[src/hw/rtl/dwsr_pkg.sv]
// Shared types and constants for the deque with search and remove.
// No dependencies; used by the top level and the port checker.
package dwsr_pkg;

    localparam int FUNC_W      = 3;
    localparam int FIELD_W     = 32;
    localparam int COUNT_OUT_W = 5;
    localparam int S_TDATA_W   = 40;   // 35 payload bits padded to whole bytes
    localparam int M_TDATA_W   = 72;

    localparam logic [FUNC_W-1:0] FUNC_PUSH_FRONT = 3'd0;
    localparam logic [FUNC_W-1:0] FUNC_PUSH_BACK  = 3'd1;
    localparam logic [FUNC_W-1:0] FUNC_POP_FRONT  = 3'd2;
    localparam logic [FUNC_W-1:0] FUNC_POP_BACK   = 3'd3;
    localparam logic [FUNC_W-1:0] FUNC_CONTAINS   = 3'd4;
    localparam logic [FUNC_W-1:0] FUNC_REMOVE     = 3'd5;

    // Result layout, lowest bits last in the declaration.
    typedef struct packed {
        logic                   error;
        logic                   found;
        logic                   is_empty;
        logic [COUNT_OUT_W-1:0] entry_count;
        logic [FIELD_W-1:0]     back_value;
        logic [FIELD_W-1:0]     front_value;
    } result_t;

endpackage

[src/hw/rtl/dwsr_ram.sv]
// Generic single-write, single-read RAM with registered read data.
// No dependencies.
module dwsr_ram #(
    parameter int WIDTH = 32,
    parameter int DEPTH = 16
) (
    input  logic                     clk,
    input  logic                     we,
    input  logic [$clog2(DEPTH)-1:0] waddr,
    input  logic [WIDTH-1:0]         wdata,
    input  logic [$clog2(DEPTH)-1:0] raddr,
    output logic [WIDTH-1:0]         rdata
);

    logic [WIDTH-1:0] mem [DEPTH];
    logic [WIDTH-1:0] rdata_reg;

    always_ff @(posedge clk) begin
        if (we) begin
            mem[waddr] <= wdata;
        end
        rdata_reg <= mem[raddr];
    end

    assign rdata = rdata_reg;

endmodule

[src/hw/rtl/deque_with_search_remove_top.sv]
// Top level of the bounded deque with membership search and remove-first-match.
// Depends on dwsr_pkg and dwsr_ram.
//
//  channel  dir  tdata fields (low bit up)                                  tlast/tuser
//  s_       in   func[2:0] value[34:3], pad to 40                            none
//  m_       out  front_value[31:0] back_value[63:32] entry_count[68:64]
//                is_empty[69] found[70] error[71]                            none
//
// One request in flight at a time; its result sits in an output register, and the
// next request is taken while that result waits for m_tready.
// Push: the request passes through the execute and done states. Pops: the same, with
// a front/back reload through RF0-RF2 unless the queue empties. Contains: a scan of the
// stored entries. Remove: scan to the first match and shift of the later entries one per
// cycle, then a reload of front and back through RF0-RF2. The single RAM read port
// sets this sequencing.
// Reset (aresetn low, synchronous) empties the queue; entry storage is not cleared.
module deque_with_search_remove_top #(
    parameter int DEPTH       = 16,
    parameter int VALUE_WIDTH = 32
) (
    input  logic                           aclk,
    input  logic                           aresetn,
    input  logic                           s_tvalid,
    output logic                           s_tready,
    input  logic [dwsr_pkg::S_TDATA_W-1:0] s_tdata,   // func[2:0], value[34:3], zero pad
    output logic                           m_tvalid,
    input  logic                           m_tready,
    output logic [dwsr_pkg::M_TDATA_W-1:0] m_tdata    // front, back, count, empty, found, error
);

    import dwsr_pkg::*;

    localparam int AW = $clog2(DEPTH);
    localparam int CW = $clog2(DEPTH + 1);
    localparam int VW = VALUE_WIDTH;

    localparam logic [2:0] ST_IDLE  = 3'd0;
    localparam logic [2:0] ST_EXEC  = 3'd1;
    localparam logic [2:0] ST_SCAN  = 3'd2;
    localparam logic [2:0] ST_SHIFT = 3'd3;
    localparam logic [2:0] ST_RF0   = 3'd4;   // read front slot
    localparam logic [2:0] ST_RF1   = 3'd5;   // take front, read back slot
    localparam logic [2:0] ST_RF2   = 3'd6;   // take back
    localparam logic [2:0] ST_DONE  = 3'd7;

    // Circular slot of position pos from the front.
    function automatic logic [AW-1:0] slot_of(input logic [AW-1:0] base,
                                              input logic [AW-1:0] pos);
        logic [AW:0] s;
        s = {1'b0, base} + {1'b0, pos};
        if (s >= (AW+1)'(DEPTH)) begin
            s = s - (AW+1)'(DEPTH);
        end
        return s[AW-1:0];
    endfunction

    logic [2:0]        state_reg, state_next;
    logic [FUNC_W-1:0] func_reg, func_next;
    logic [VW-1:0]     key_reg, key_next;
    logic [AW-1:0]     front_idx_reg, front_idx_next;
    logic [CW-1:0]     count_reg, count_next;
    logic [VW-1:0]     front_val_reg, front_val_next;
    logic [VW-1:0]     back_val_reg, back_val_next;
    logic [CW-1:0]     issue_reg, issue_next;   // next scan position to read
    logic [CW-1:0]     cmp_reg, cmp_next;       // position whose data is arriving
    logic              pend_reg, pend_next;
    logic [CW-1:0]     k_reg, k_next;           // shift write position
    logic              found_reg, found_next;
    logic              error_reg, error_next;
    logic              m_tvalid_reg, m_tvalid_next;
    result_t           m_tdata_reg, m_tdata_next;

    logic              mem_we;
    logic [AW-1:0]     mem_waddr, mem_raddr;
    logic [VW-1:0]     mem_wdata, mem_rdata;

    logic              cnt_zero, cnt_full, cnt_one;
    logic [CW-1:0]     cnt_m1, cnt_p1, cmp_p1, k_p1, k_p2;
    logic [AW-1:0]     last_pos, prev_front, next_front;
    logic              hit;
    logic [63:0]       front_ext, back_ext;
    result_t           res;

    dwsr_ram #(
        .WIDTH (VW),
        .DEPTH (DEPTH)
    ) u_ram (
        .clk   (aclk),
        .we    (mem_we),
        .waddr (mem_waddr),
        .wdata (mem_wdata),
        .raddr (mem_raddr),
        .rdata (mem_rdata)
    );

    assign cnt_zero   = (count_reg == '0);
    assign cnt_full   = (count_reg == CW'(DEPTH));
    assign cnt_one    = (count_reg == CW'(1));
    assign cnt_m1     = count_reg - CW'(1);
    assign cnt_p1     = count_reg + CW'(1);
    assign cmp_p1     = cmp_reg + CW'(1);
    assign k_p1       = k_reg + CW'(1);
    assign k_p2       = k_reg + CW'(2);
    assign last_pos   = cnt_m1[AW-1:0];
    assign prev_front = (front_idx_reg == '0) ? AW'(DEPTH - 1) : front_idx_reg - AW'(1);
    assign next_front = (front_idx_reg == AW'(DEPTH - 1)) ? '0 : front_idx_reg + AW'(1);
    assign hit        = pend_reg && (mem_rdata == key_reg);

    // Result word built from the cached ends; an empty queue reports zeros.
    assign front_ext = 64'(front_val_reg);
    assign back_ext  = 64'(back_val_reg);
    always_comb begin
        res.front_value = cnt_zero ? '0 : front_ext[FIELD_W-1:0];
        res.back_value  = cnt_zero ? '0 : back_ext[FIELD_W-1:0];
        res.entry_count = COUNT_OUT_W'(count_reg);
        res.is_empty    = cnt_zero;
        res.found       = found_reg;
        res.error       = error_reg;
    end

    assign s_tready = (state_reg == ST_IDLE);
    assign m_tvalid = m_tvalid_reg;
    assign m_tdata  = m_tdata_reg;

    always_comb begin
        state_next     = state_reg;
        func_next      = func_reg;
        key_next       = key_reg;
        front_idx_next = front_idx_reg;
        count_next     = count_reg;
        front_val_next = front_val_reg;
        back_val_next  = back_val_reg;
        issue_next     = issue_reg;
        cmp_next       = cmp_reg;
        pend_next      = pend_reg;
        k_next         = k_reg;
        found_next     = found_reg;
        error_next     = error_reg;
        m_tvalid_next  = m_tvalid_reg && !m_tready;
        m_tdata_next   = m_tdata_reg;
        mem_we         = 1'b0;
        mem_waddr      = front_idx_reg;
        mem_wdata      = key_reg;
        mem_raddr      = front_idx_reg;

        unique case (state_reg)
            ST_IDLE: begin
                if (s_tvalid) begin
                    func_next  = s_tdata[FUNC_W-1:0];
                    key_next   = VW'(64'(s_tdata[FUNC_W +: FIELD_W]));
                    found_next = 1'b0;
                    error_next = 1'b0;
                    state_next = ST_EXEC;
                end
            end
            ST_EXEC: begin
                state_next = ST_DONE;
                unique case (func_reg) inside
                    FUNC_PUSH_FRONT: begin
                        if (cnt_full) begin
                            error_next = 1'b1;
                        end else begin
                            mem_we         = 1'b1;
                            mem_waddr      = prev_front;
                            front_idx_next = prev_front;
                            front_val_next = key_reg;
                            if (cnt_zero) begin
                                back_val_next = key_reg;
                            end
                            count_next = cnt_p1;
                        end
                    end
                    FUNC_PUSH_BACK: begin
                        if (cnt_full) begin
                            error_next = 1'b1;
                        end else begin
                            mem_we        = 1'b1;
                            mem_waddr     = slot_of(front_idx_reg, count_reg[AW-1:0]);
                            back_val_next = key_reg;
                            if (cnt_zero) begin
                                front_val_next = key_reg;
                            end
                            count_next = cnt_p1;
                        end
                    end
                    FUNC_POP_FRONT: begin
                        if (cnt_zero) begin
                            error_next = 1'b1;
                        end else begin
                            front_idx_next = next_front;
                            count_next     = cnt_m1;
                            state_next     = cnt_one ? ST_DONE : ST_RF0;
                        end
                    end
                    FUNC_POP_BACK: begin
                        if (cnt_zero) begin
                            error_next = 1'b1;
                        end else begin
                            count_next = cnt_m1;
                            state_next = cnt_one ? ST_DONE : ST_RF0;
                        end
                    end
                    FUNC_CONTAINS, FUNC_REMOVE: begin
                        issue_next = '0;
                        pend_next  = 1'b0;
                        state_next = ST_SCAN;
                    end
                    default: begin
                        state_next = ST_DONE;
                    end
                endcase
            end
            ST_SCAN: begin
                // One read issued per cycle; its compare lands in the next cycle.
                if (hit) begin
                    found_next = 1'b1;
                    pend_next  = 1'b0;
                    if (func_reg != FUNC_REMOVE) begin
                        state_next = ST_DONE;
                    end else if (cmp_reg == cnt_m1) begin
                        count_next = cnt_m1;
                        state_next = cnt_one ? ST_DONE : ST_RF0;
                    end else begin
                        mem_raddr  = slot_of(front_idx_reg, cmp_p1[AW-1:0]);
                        k_next     = cmp_reg;
                        state_next = ST_SHIFT;
                    end
                end else if (issue_reg < count_reg) begin
                    mem_raddr  = slot_of(front_idx_reg, issue_reg[AW-1:0]);
                    pend_next  = 1'b1;
                    cmp_next   = issue_reg;
                    issue_next = issue_reg + CW'(1);
                end else begin
                    pend_next  = 1'b0;
                    state_next = ST_DONE;
                end
            end
            ST_SHIFT: begin
                // Read data holds position k+1; write it down to position k.
                mem_we    = 1'b1;
                mem_waddr = slot_of(front_idx_reg, k_reg[AW-1:0]);
                mem_wdata = mem_rdata;
                if (k_p2 == count_reg) begin
                    count_next = cnt_m1;
                    state_next = ST_RF0;
                end else begin
                    mem_raddr = slot_of(front_idx_reg, k_p2[AW-1:0]);
                    k_next    = k_p1;
                end
            end
            ST_RF0: begin
                mem_raddr  = front_idx_reg;
                state_next = ST_RF1;
            end
            ST_RF1: begin
                front_val_next = mem_rdata;
                mem_raddr      = slot_of(front_idx_reg, last_pos);
                state_next     = ST_RF2;
            end
            ST_RF2: begin
                back_val_next = mem_rdata;
                state_next    = ST_DONE;
            end
            ST_DONE: begin
                if (!m_tvalid_reg || m_tready) begin
                    m_tvalid_next = 1'b1;
                    m_tdata_next  = res;
                    state_next    = ST_IDLE;
                end
            end
            default: begin
                state_next = ST_IDLE;
            end
        endcase
    end

    always_ff @(posedge aclk) begin
        if (!aresetn) begin
            state_reg     <= ST_IDLE;
            front_idx_reg <= '0;
            count_reg     <= '0;
            pend_reg      <= 1'b0;
            m_tvalid_reg  <= 1'b0;
        end else begin
            state_reg     <= state_next;
            front_idx_reg <= front_idx_next;
            count_reg     <= count_next;
            pend_reg      <= pend_next;
            m_tvalid_reg  <= m_tvalid_next;
        end
    end

    always_ff @(posedge aclk) begin
        func_reg      <= func_next;
        key_reg       <= key_next;
        front_val_reg <= front_val_next;
        back_val_reg  <= back_val_next;
        issue_reg     <= issue_next;
        cmp_reg       <= cmp_next;
        k_reg         <= k_next;
        found_reg     <= found_next;
        error_reg     <= error_next;
        m_tdata_reg   <= m_tdata_next;
    end

endmodule

[config.mk]
export PLATFORM = sky130hd
export DESIGN_NAME = deque_with_search_remove_top
export DESIGN_NICKNAME = d
export VERILOG_FILES = /design/src/hw/rtl/dwsr_pkg.sv /design/src/hw/rtl/dwsr_ram.sv /design/src/hw/rtl/deque_with_search_remove_top.sv
export SDC_FILE = /design/constraint.sdc
export NUM_CORES = 1
export LEC_CHECK = 0
export BUFFER_PORTS_ARGS = -buffer_cell sky130_fd_sc_hd__buf_2
export CELL_PAD_IN_SITES_DETAIL_PLACEMENT = 1
export CELL_PAD_IN_SITES_GLOBAL_PLACEMENT = 1
export CORE_ASPECT_RATIO = 1.2
export CORE_MARGIN = 4
export CORE_UTILIZATION = 35
export DETAILED_ROUTE_END_ITERATION = 16
export PLACE_DENSITY_LB_ADDON = 0.1
export SYNTH_ARGS = -nofsm -noshare
export SYNTH_HDL_FRONTEND = slang
export SYNTH_SLANG_ARGS = --single-unit
[constraint.sdc]
create_clock -name aclk -period 7.33 [get_ports aclk]
set_clock_uncertainty 0.1 [all_clocks]
set_input_delay 0.3665 -clock aclk [delete_from_list [all_inputs] [get_ports aclk]]
set_output_delay 0.3665 -clock aclk [all_outputs]
set_load 0.05 [all_outputs]
# Yosys cells after proc, flatten, opt, wreduce, memory -nomap -nowiden
# Memory sizes are Yosys's and may differ from the RTL's. A register that Yosys moved wholly into a read port is not among the register bits.
# Index checks and enable logic that the tools add are counted.
# word_totals
reg_bits	202
latchBits	0
mem_bits_rw	512
rom_bits	0
input_bits	44
out_inout_bits	74
elab_cells	198
memories	1
# mem_list
name	words	word_bits	read_ports	rd_ports_with_merged_regs	wr	line	rtl
u_ram.mem	16	32	1	1	1	dwsr_ram.sv:15	logic [WIDTH-1:0] mem [DEPTH];
# classes
add_sub_neg	20
multipliers	0
div	0
order_cmp	7
n_eq_ne	42
shifts	0
n_mux	74
bitwise	1
reduce_logical	33
# op_table
cell	n
32-bit case mux with 2 select lines	4
32-bit two-way mux	4
5-bit two-way mux	13
4-bit two-way mux	16
3-bit != test (second input constant)	12
32-bit == test	1
4-bit by 4-bit adder with 5-bit output	6
5-bit greater-or-equal comparator (second input constant)	6
5-bit case mux with 2 select lines	3
4-bit by 1-bit subtractor with 4-bit output (second input constant)	7
3-bit case mux with 8 select lines	1
4-bit case mux with 2 select lines	3
2-bit != test (second input constant)	11
3-bit two-way mux	7
5-bit AND reduction	4
3-bit == test (second input constant)	6
5-bit by 1-bit adder with 5-bit output (second input constant)	3
5-bit case mux with 3 select lines	1
2-bit nonzero test	7
1-bit two-way mux	13
3-bit by 2-bit == test with 1-bit output (second input constant)	4
4-bit case mux with 3 select lines	1
5-bit == test	2
1-bit case mux with 2 select lines	5
other kinds (24)	37

# Depth between registers and ports, before layout
# Gate-level depths: netlist of the first run.
# depth
ltp_word	8
depth_mapped	16
ltp_nobuf	13

# Hierarchy
# From an unflattened synthesis of the first run, not the netlist that was laid out.
# hier_totals
cells_unflattened	1668
area_unflattened_um2	30414.2
# by_module_without_submodules
mod	n_inst	cells_each	area_per_inst_um2	seq_area_each_um2
dwsr_ram	1	838	19835.3	16015.4
deque_with_search_remove_top	1	830	10578.9	5925.7

# Worst setup path before layout of the first run
# Ideal clock, no wire load.
# synth_path
path_kind	flip-flop to flip-flop
startpoint	reg count_reg[0]
endpoint	mem u_ram.mem[10][0], enable pin
setup_time_ns	0.502
arrival_time_ns	5.536
required_time_ns	6.728
path_slack_ns	1.193
stages_incl_launch_ff	12
n_path_buf	1
period_less_slack_ns	6.137
cell_sequence	dfxtp_1 -> buf_2 -> inv_1 -> ha_1 -> nor4bb_1 -> nor2_1 -> a41oi_1 -> o22ai_1 -> a2bb2oi_1 -> o22ai_1 -> a21o_1 -> nor4_1
# synth_between
elab_chain_cells	6
elab_cells_between_ends	14
cone_classes	add/sub: 2; order compare: 1; eq/ne: 1; mux: 10
# synth_rtl
element	line	rtl
from (decl)	deque_with_search_remove_top.sv:61	logic [CW-1:0] count_reg, count_next;
from (signal assigned)	deque_with_search_remove_top.sv:287	count_reg <= count_next;
4-bit by 4-bit adder with 5-bit output / 5-bit == test (equally long branches)	deque_with_search_remove_top.sv:50, deque_with_search_remove_top.sv:97	
4-bit by 1-bit subtractor with 4-bit output (tied with other cells)	deque_with_search_remove_top.sv:52	s = s - (AW+1)'(DEPTH);
4-bit two-way mux / 1-bit two-way mux (equally long branches)	n/a	
4-bit two-way mux / 1-bit case mux with 2 select lines (equally long branches)	deque_with_search_remove_top.sv:174, deque_with_search_remove_top.sv:146	
4-bit case mux with 2 select lines / 1-bit two-way mux (equally long branches)	deque_with_search_remove_top.sv:158, dwsr_ram.sv:19	
4-bit case mux with 2 select lines / 1-bit two-way mux (equally long branches)	deque_with_search_remove_top.sv:146, dwsr_ram.sv:20	
to (decl)	dwsr_ram.sv:15	
# Parallel ways exist; a longest one is shown, timed or not.

# Final worst setup path of the first run
# layout_path
startpoint	reg count_reg[0]
endpoint	mem u_ram.mem[12][14], enable pin
# The elaborated chain is that of the path after synthesis.

==> load_flow_metrics.sql, run 1 <==
INSERT INTO impl_metrics (metric_group, metric, value, unit) VALUES
('global_route', 'grt_max_degree', '124', ''),
('timing', 'post-route-min-period', '5220', 'ps'),
('worst_setup_path', 'timing.reg2reg.worst_path_depth', '14', ''),
('synth', 'combinational_family_with_the_most_area_after_synthesis', 'multiplexers', ''),
('synth', 'synth_top_cells_by_area', 'edfxtp_1 (67%), mux2i_1 (7.8%), dfxtp_1 (2.9%), mux2_2 (2.4%), a211o_1 (1.8%)', ''),
('place', 'final_weighted_congestion_in_routability_driven_placement', '0.785', ''),
('clock_tree', 'cts_max_path_buffers', '3', ''),
('timing', 'report.final.setup_viol', '0', ''),
('synth', 'netlist.area_leader.share', '66.9', '%'),
('final_layout', 'syn2layout_area_growth', '15.9', '%'),
('floorplan', 'floorplan.die.height', '336', 'um'),
('place', 'dp_cells', '3242', ''),
('clock_tree', 'clock_insertion_delay_worst_skew', '650', 'ps'),
('detailed_routing', 'num_vias', '17396', ''),
('place', 'postPlaceCellArea', '33400', 'um2'),
('timing', 'rsz0062_at_grt', 'false', ''),
('synth', 'mappedNetlistNets', '2109', ''),
('floorplan', 'placementRows', '120', ''),
('synth', 'synth_fa_ha_area_share', '1.66', '%'),
('worst_setup_path', 'worstPathRequired', '7540', 'ps'),
('synth', 'synth_edf_count', '700', ''),
('synth', 'synth_compound_gate_area_share', '6.50', '%'),
('timing', 'hold_violations_final', '0', ''),
('final_layout', 'fraction_of_final_layout_cells_sized_beyond_drive_strength_1', '16.4', '%'),
('clock_tree', 'clockRootBuffer', 'clkbuf_16', ''),
('detailed_routing', 'post_drt_via_cell_ratio', '5.07', ''),
('outcome', 'outcome', 'finished, final reports clean', ''),
('detailed_routing', 'drc', '0', ''),
('timing', 'fin_setup_tns', '0', 'ps'),
('worst_setup_path', 'ff2ff_setup_slack', '2110', 'ps'),
('synth', 'synthesis.yosys.warnings', '0', ''),
('synth', 'synthArstFlopShare', '0', '%'),
('clock_tree', 'cts.sink_count', '746', ''),
('worst_setup_path', 'crit-reg2reg-capture', 'u_ram.mem[12][14]', ''),
('clock_tree', 'postCtsResizedCells', '0', ''),
('synth', 'synth_cells', '2027', ''),
('timing', 'finalCritPeriodShare', '71.2', '%'),
('final_layout', 'finalNetCount', '2285', ''),
('synth', 'synth_simple_gate_area_share', '7.14', '%'),
('detailed_routing', 'routed_wl', '83700', 'um'),
('pwr', 'pwr_density_cell', '322', 'nW/um2'),
('place', 'dpl.hpwl', '51500', 'um'),
('floorplan', 'die_width', '281', 'um'),
('worst_setup_path', 'end_kind', 'flip-flop', ''),
('global_route', 'globalRoute.totalOverflow', '0', ''),
('clock_tree', 'setup_fix_bufs_post_cts', '0', ''),
('synth', 'post_synth.cell_area_avg', '15.5', 'um2'),
('floorplan', 'coreArea', '89200', 'um2'),
('synth', 'yosys.cell_types.count', '71', ''),
('final_layout', 'fill_cells', '8900', ''),
('timing', 'slew_violations', '0', ''),
('worst_setup_path', 'timing.critical_path.fanout_max', '19', ''),
('min_path', 'holdPathStages', '3', ''),
('min_path', 'min_from', 'aresetn', ''),
('worst_setup_path', 'worstReg2RegStart', 'count_reg[0]', ''),
('pwr', 'maximum_ir_drop_on_the_vdd_rail', '0.000189', 'V'),
('detailed_routing', 'antenna_left', '0', ''),
('final_layout', 'final_cell_area', '36400', 'um2'),
('clock_tree', 'htree_num_levels', '3', ''),
('worst_setup_path', 'cp_data_arrival_time', '5440', 'ps'),
('pwr', 'p_leak', '13.7', 'nW'),
('synth', 'synth_sequential_area_ratio', '69.9', '%'),
('worst_setup_path', 'start_kind', 'flip-flop', ''),
('detailed_routing', 'wl_per_cell', '24.4', 'um'),
('min_path', 'hp-class', 'in2reg', ''),
('min_path', 'worst_hold_path.endpoint', 'count_reg[1]', ''),
('place', 'buffer_ports.inserted', '112', ''),
('detailed_routing', 'initialDrtViolationCount', '874', ''),
('synth', 'netlist.top_cell.by_area', 'edfxtp_1', ''),
('floorplan', 'initial_standard_cell_utilization_of_the_core', '35.2', '%'),
('timing', 'hold_ws', '147', 'ps');
through the flow:
| stage | setup slack (ps) | util, % | total power (W) |
|---|---|---|---|
| final | 2110 | 40.8 | 0.0117 |
| after global routing | 1680 | 40.8 | 0.0123 |
| after CTS | 2010 | 40.8 | 0.0119 |
| after detailed placement | 2010 | 37.5 | 0.00781 |
| after global placement | 2070 | 37.5 | 0.00777 |
| after floorplan | 1190 | - | 0.00698 |
report_power, final:
part / switching [W] / internal (W)
clock network: 0.00170 / 0.00230
registers: 0.000318 / 0.00507
logic: 0.00146 / 0.000855
kinds of logic after synthesis:
family,after synthesis
AO/OA/AOI/OAI,270
XOR/XNOR,75
adder cells (fa/ha/maj),38
buffers and inverters,134
flip-flops,746
multiplexers,316
AND/OR/NAND/NOR,448
timing repair:
action                     CTS  global route
setup endpoints to repair    0             0
hold endpoints to repair    37             0
hold buffers                37             0
worst max-delay path by stage:
stage | from | slack (ps) | end
floorplan | count_reg[0] | 1190 | u_ram.mem[10][0]
global placement | key_reg[10] | 2070 | u_ram.rdata[18]
detailed placement | count_reg[0] | 2010 | u_ram.mem[12][13]
CTS | count_reg[0] | 2010 | u_ram.mem[13][14]
global route | count_reg[0] | 1680 | u_ram.mem[12][12]
finish | count_reg[0] | 2110 | u_ram.mem[12][14]
cells in the mapped netlist (all sizes together), types with 2 or more instances:
| cell type | number |
|---|---|
| a2111oi | 2 |
| mux4 | 4 |
| o21a | 2 |
| a31oi | 5 |
| a41oi | 3 |
| a21boi | 2 |
| a32oi | 2 |
| o41ai | 2 |
| o22ai | 3 |
| nor3 | 21 |
| xor2 | 16 |
| nand3 | 54 |
| nand4 | 18 |
| xnor2 | 57 |
| a22oi | 32 |
| o21ai | 23 |
| nor4 | 4 |
| fa | 6 |
| clkbuf | 56 |
| nand2b | 12 |
| a211oi | 67 |
| nor2 | 49 |
| o31ai | 3 |
| a21oi | 26 |
| dfxtp | 46 |
| and2 | 64 |
| a311oi | 3 |
| mux2i | 245 |
| a21o | 13 |
| edfxtp | 700 |
| o211ai | 8 |
| nand2 | 146 |
| a211o | 64 |
| mux2 | 67 |
| buf | 51 |
| ha | 32 |
| inv | 26 |
| and3 | 3 |
| nor2b | 71 |
| o211a | 2 |
critical path, stage by stage, from the launching register on:
cell       delay [ps]
dfxtp_1           680
inv_1             190
ha_1              280
nor4bb_1          150
buf_4             190
nor2_1            130
a21oi_1            90
a41oi_1           260
o22ai_1           120
a2bb2oi_1         380
o22ai_1           160
a21oi_1           530
nand2_1           370
nor2_4            810
buf_4             440
cell type report:
type | count | area [um2] | share of cell area (%)
diodes | 2 | 5.00 | 0.0138
clock buffers | 121 | 2270 | 6.23
clock inverters | 26 | 344 | 0.945
inverters | 27 | 101 | 0.278
multi-input cells | 1147 | 8950 | 24.6
flip-flops and latches | 746 | 21900 | 60.3
well taps | 1159 | 1450 | 3.98
repair buffers | 200 | 1340 | 3.68
per-layer routing:
metal | global-route usage, % | up-vias | share of wire [%]
met5 | 0 | - | 0
met4 | 4.44 | 0 | 2.1
met3 | 2.87 | 98 | 3.6
met2 | 29.1 | 300 | 48
met1 | 24.4 | 8898 | 46
li1 | - | 8100 | -
(Power assumes the default switching activity.)
==> inputs of run 2 (changes only) <==
Clock period 7.33 ns to 4.53 ns, I/O delays scaled along.
==> load_flow_metrics.sql, run 2 (synthesized netlist as in run 1, its figures left out) <==
INSERT INTO impl_metrics (metric_group, metric, value, unit) VALUES
('global_route', 'vias_in_the_first_global_route', '18696', ''),
('clock_tree', 'ctsHoldBuffers', '38', ''),
('pwr', 'maximum_ir_drop_on_the_vdd_rail', '0.000259', 'V'),
('min_path', 'worst_hold_path.endpoint', 'key_reg[12]', ''),
('worst_setup_path', 'ff2ff_setup_slack', '310', 'ps'),
('pwr', 'p_leak', '14.1', 'nW'),
('worst_setup_path', 'timing.critical_path.fanout_max', '56', ''),
('timing', 'slew_at_the_pin_closest_to_its_max_slew_limit', '932', 'ps'),
('detailed_routing', 'routed_wl', '83900', 'um'),
('timing', 'finalCritPeriodShare', '93.2', '%'),
('global_route', 'globalRoute.totalOverflow', '0', ''),
('clock_tree', 'postCtsResizedCells', '0', ''),
('clock_tree', 'cts_tree', 'yes', ''),
('timing', 'hold_ws', '193', 'ps'),
('detailed_routing', 'post_drt_via_cell_ratio', '5.12', ''),
('detailed_routing', 'firstDrtPassIters', '4', ''),
('worst_setup_path', 'timing.reg2reg.worst_path_depth', '11', ''),
('final_layout', 'fraction_of_final_layout_cells_sized_beyond_drive_strength_1', '18.8', '%'),
('clock_tree', 'cts.clk_slew.worst_paths', '60', 'ps'),
('final_layout', 'syn2layout_area_growth', '18.5', '%'),
('floorplan', 'initial_standard_cell_utilization_of_the_core', '35.2', '%'),
('timing', 'report.final.setup_viol', '0', ''),
('worst_setup_path', 'end_kind', 'flip-flop', ''),
('global_route', 'grt_util_overall', '17.7', '%'),
('detailed_routing', 'antenna_left', '0', ''),
('detailed_routing', 'drc', '0', ''),
('outcome', 'outcome', 'finished, final reports clean', ''),
('worst_setup_path', 'critPathKind', 'reg2reg', ''),
('place', 'final_weighted_congestion_in_routability_driven_placement', '0.815', ''),
('final_layout', 'mostFrequentLayoutCell', 'edfxtp_1', ''),
('worst_setup_path', 'crit-reg2reg-capture', 'u_ram.rdata[17]', ''),
('floorplan', 'coreArea', '89200', 'um2'),
('final_layout', 'most_frequent_cells_in_the_layout', 'edfxtp_1 (700), mux2i_1 (245), nand2_1 (145)', ''),
('clock_tree', 'cts_max_path_buffers', '3', ''),
('detailed_routing', 'num_vias', '17776', ''),
('min_path', 'min_from', 's_tdata[15]', ''),
('final_layout', 'final_cell_area', '37200', 'um2'),
('place', 'dpl.hpwl', '52700', 'um'),
('final_layout', 'postLayoutCoreUtil', '41.7', '%'),
('final_layout', 'area_used_by_multi_input_combinational_logic', '8980', 'um2'),
('worst_setup_path', 'timing.critical_path.from', 'key_reg[12]', ''),
('floorplan', 'placementRows', '120', ''),
('timing', 'hold_violations_final', '0', ''),
('job', 'maxCapViolations', '0', ''),
('clock_tree', 'cts.sink_count', '746', ''),
('min_path', 'holdPathStages', '2', ''),
('timing', 'rsz0062_at_grt', 'false', ''),
('place', 'dpl_worst_slack', '358', 'ps'),
('floorplan', 'dieArea', '94600', 'um2'),
('clock_tree', 'cts-buffers-inserted', '80', ''),
('pwr', 'pwr_density_cell', '523', 'nW/um2'),
('floorplan', 'floorplan.io_pins', '118', ''),
('detailed_routing', 'initialDrtViolationCount', '1008', ''),
('detailed_routing', 'wl_per_cell', '24.2', 'um'),
('timing', 'fin_setup_tns', '0', 'ps'),
('timing', 'max_freq', '237', 'MHz'),
('final_layout', 'fill_cells', '8934', ''),
('floorplan', 'die_width', '281', 'um'),
('final_layout', 'finalNetCount', '2329', ''),
('clock_tree', 'clock_insertion_delay_worst_skew', '640', 'ps'),
('floorplan', 'floorplan.die.height', '336', 'um'),
('worst_setup_path', 'worstPathRequired', '4930', 'ps'),
('worst_setup_path', 'start_kind', 'flip-flop', ''),
('timing', 'slew_violations', '0', ''),
('global_route', 'grt_pass1_wl', '124000', 'um'),
('place', 'postPlaceCellArea', '34100', 'um2'),
('worst_setup_path', 'worstReg2RegStart', 'key_reg[12]', ''),
('clock_tree', 'setup_fix_bufs_post_cts', '0', ''),
('timing', 'post-route-worst-setup-slack', '307', 'ps'),
('timing', 'max-slew-margin-rel', '37.3', '%'),
('final_layout', 'largest_register_ff_count', '512', ''),
('global_route', 'grt_max_degree', '73', ''),
('min_path', 'hp-class', 'in2reg', ''),
('clock_tree', 'htree_num_levels', '3', ''),
('timing', 'post-route-min-period', '4220', 'ps'),
('final_layout', 'ff_latch_area', '21900', 'um2'),
('place', 'buffer_ports.inserted', '112', ''),
('worst_setup_path', 'cp_data_arrival_time', '4620', 'ps'),
('clock_tree', 'clockRootBuffer', 'clkbuf_16', ''),
('global_route', 'grt_antenna_before_repair', '0', '');
-- run 2: cell count changes in the layout (fill, tap and decap cells not counted), sizes merged --
cell / delta
buf: +44
clkbuf: -22
clkinv: +16
bufinv: +4
clkinvlp: +2
inv: +2
diode: -1
dlygate4sd3: +1
-- run 2: layout make-up --
type                    instances  share of cell area (%)
inverters                      27                   0.272
clock buffers                  99                    5.82
diodes                          1                 0.00673
multi-input cells            1147                    24.2
repair buffers                245                    5.39
well taps                    1159                    3.90
flip-flops and latches        746                    59.0
clock inverters                50                    1.47
-- run 2: power breakdown --
part,total [W],internal (W),switching [W]
Combinational,0.00413,0.00163,0.00250
Clock,0.00666,0.00390,0.00276
Sequential,0.00866,0.00821,0.000455
-- run 2: critical path: stages (launching register included) --
cell,delay [ps]
edfxtp_1,450
xnor2_1,490
nand4_1,150
nor4_1,820
nand4_1,530
o221ai_1,410
o211ai_4,130
buf_12,180
buf_12,190
a211oi_1,300
a211o_1,140
nand3_1,110
-- run 2: how the worst max path moves through the flow --
stage	to	cells past startpoint
after floorplan	u_ram.mem[8][0]	11
after global placement	u_ram.rdata[17]	11
after detailed placement	u_ram.rdata[8]	12
after CTS	u_ram.rdata[8]	12
after global routing	u_ram.mem[7][1]	13
final	u_ram.rdata[17]	11
-- run 2: per-layer routing --
metal | track usage [%] | routed length [um]
met4 | 5.34 | 2180
met5 | 0 | 0
met1 | 24.4 | 38500
met3 | 2.35 | 3090
met2 | 29.4 | 40100
-- run 2: through the flow --
stage,instances,power (W)
2_1_floorplan,2027,0.0113
3_3_place_gp,3286,0.0129
3_5_place_dp,3286,0.0130
4_1_cts,3473,0.0197
5_1_grt,3473,0.0204
6_report,3474,0.0194
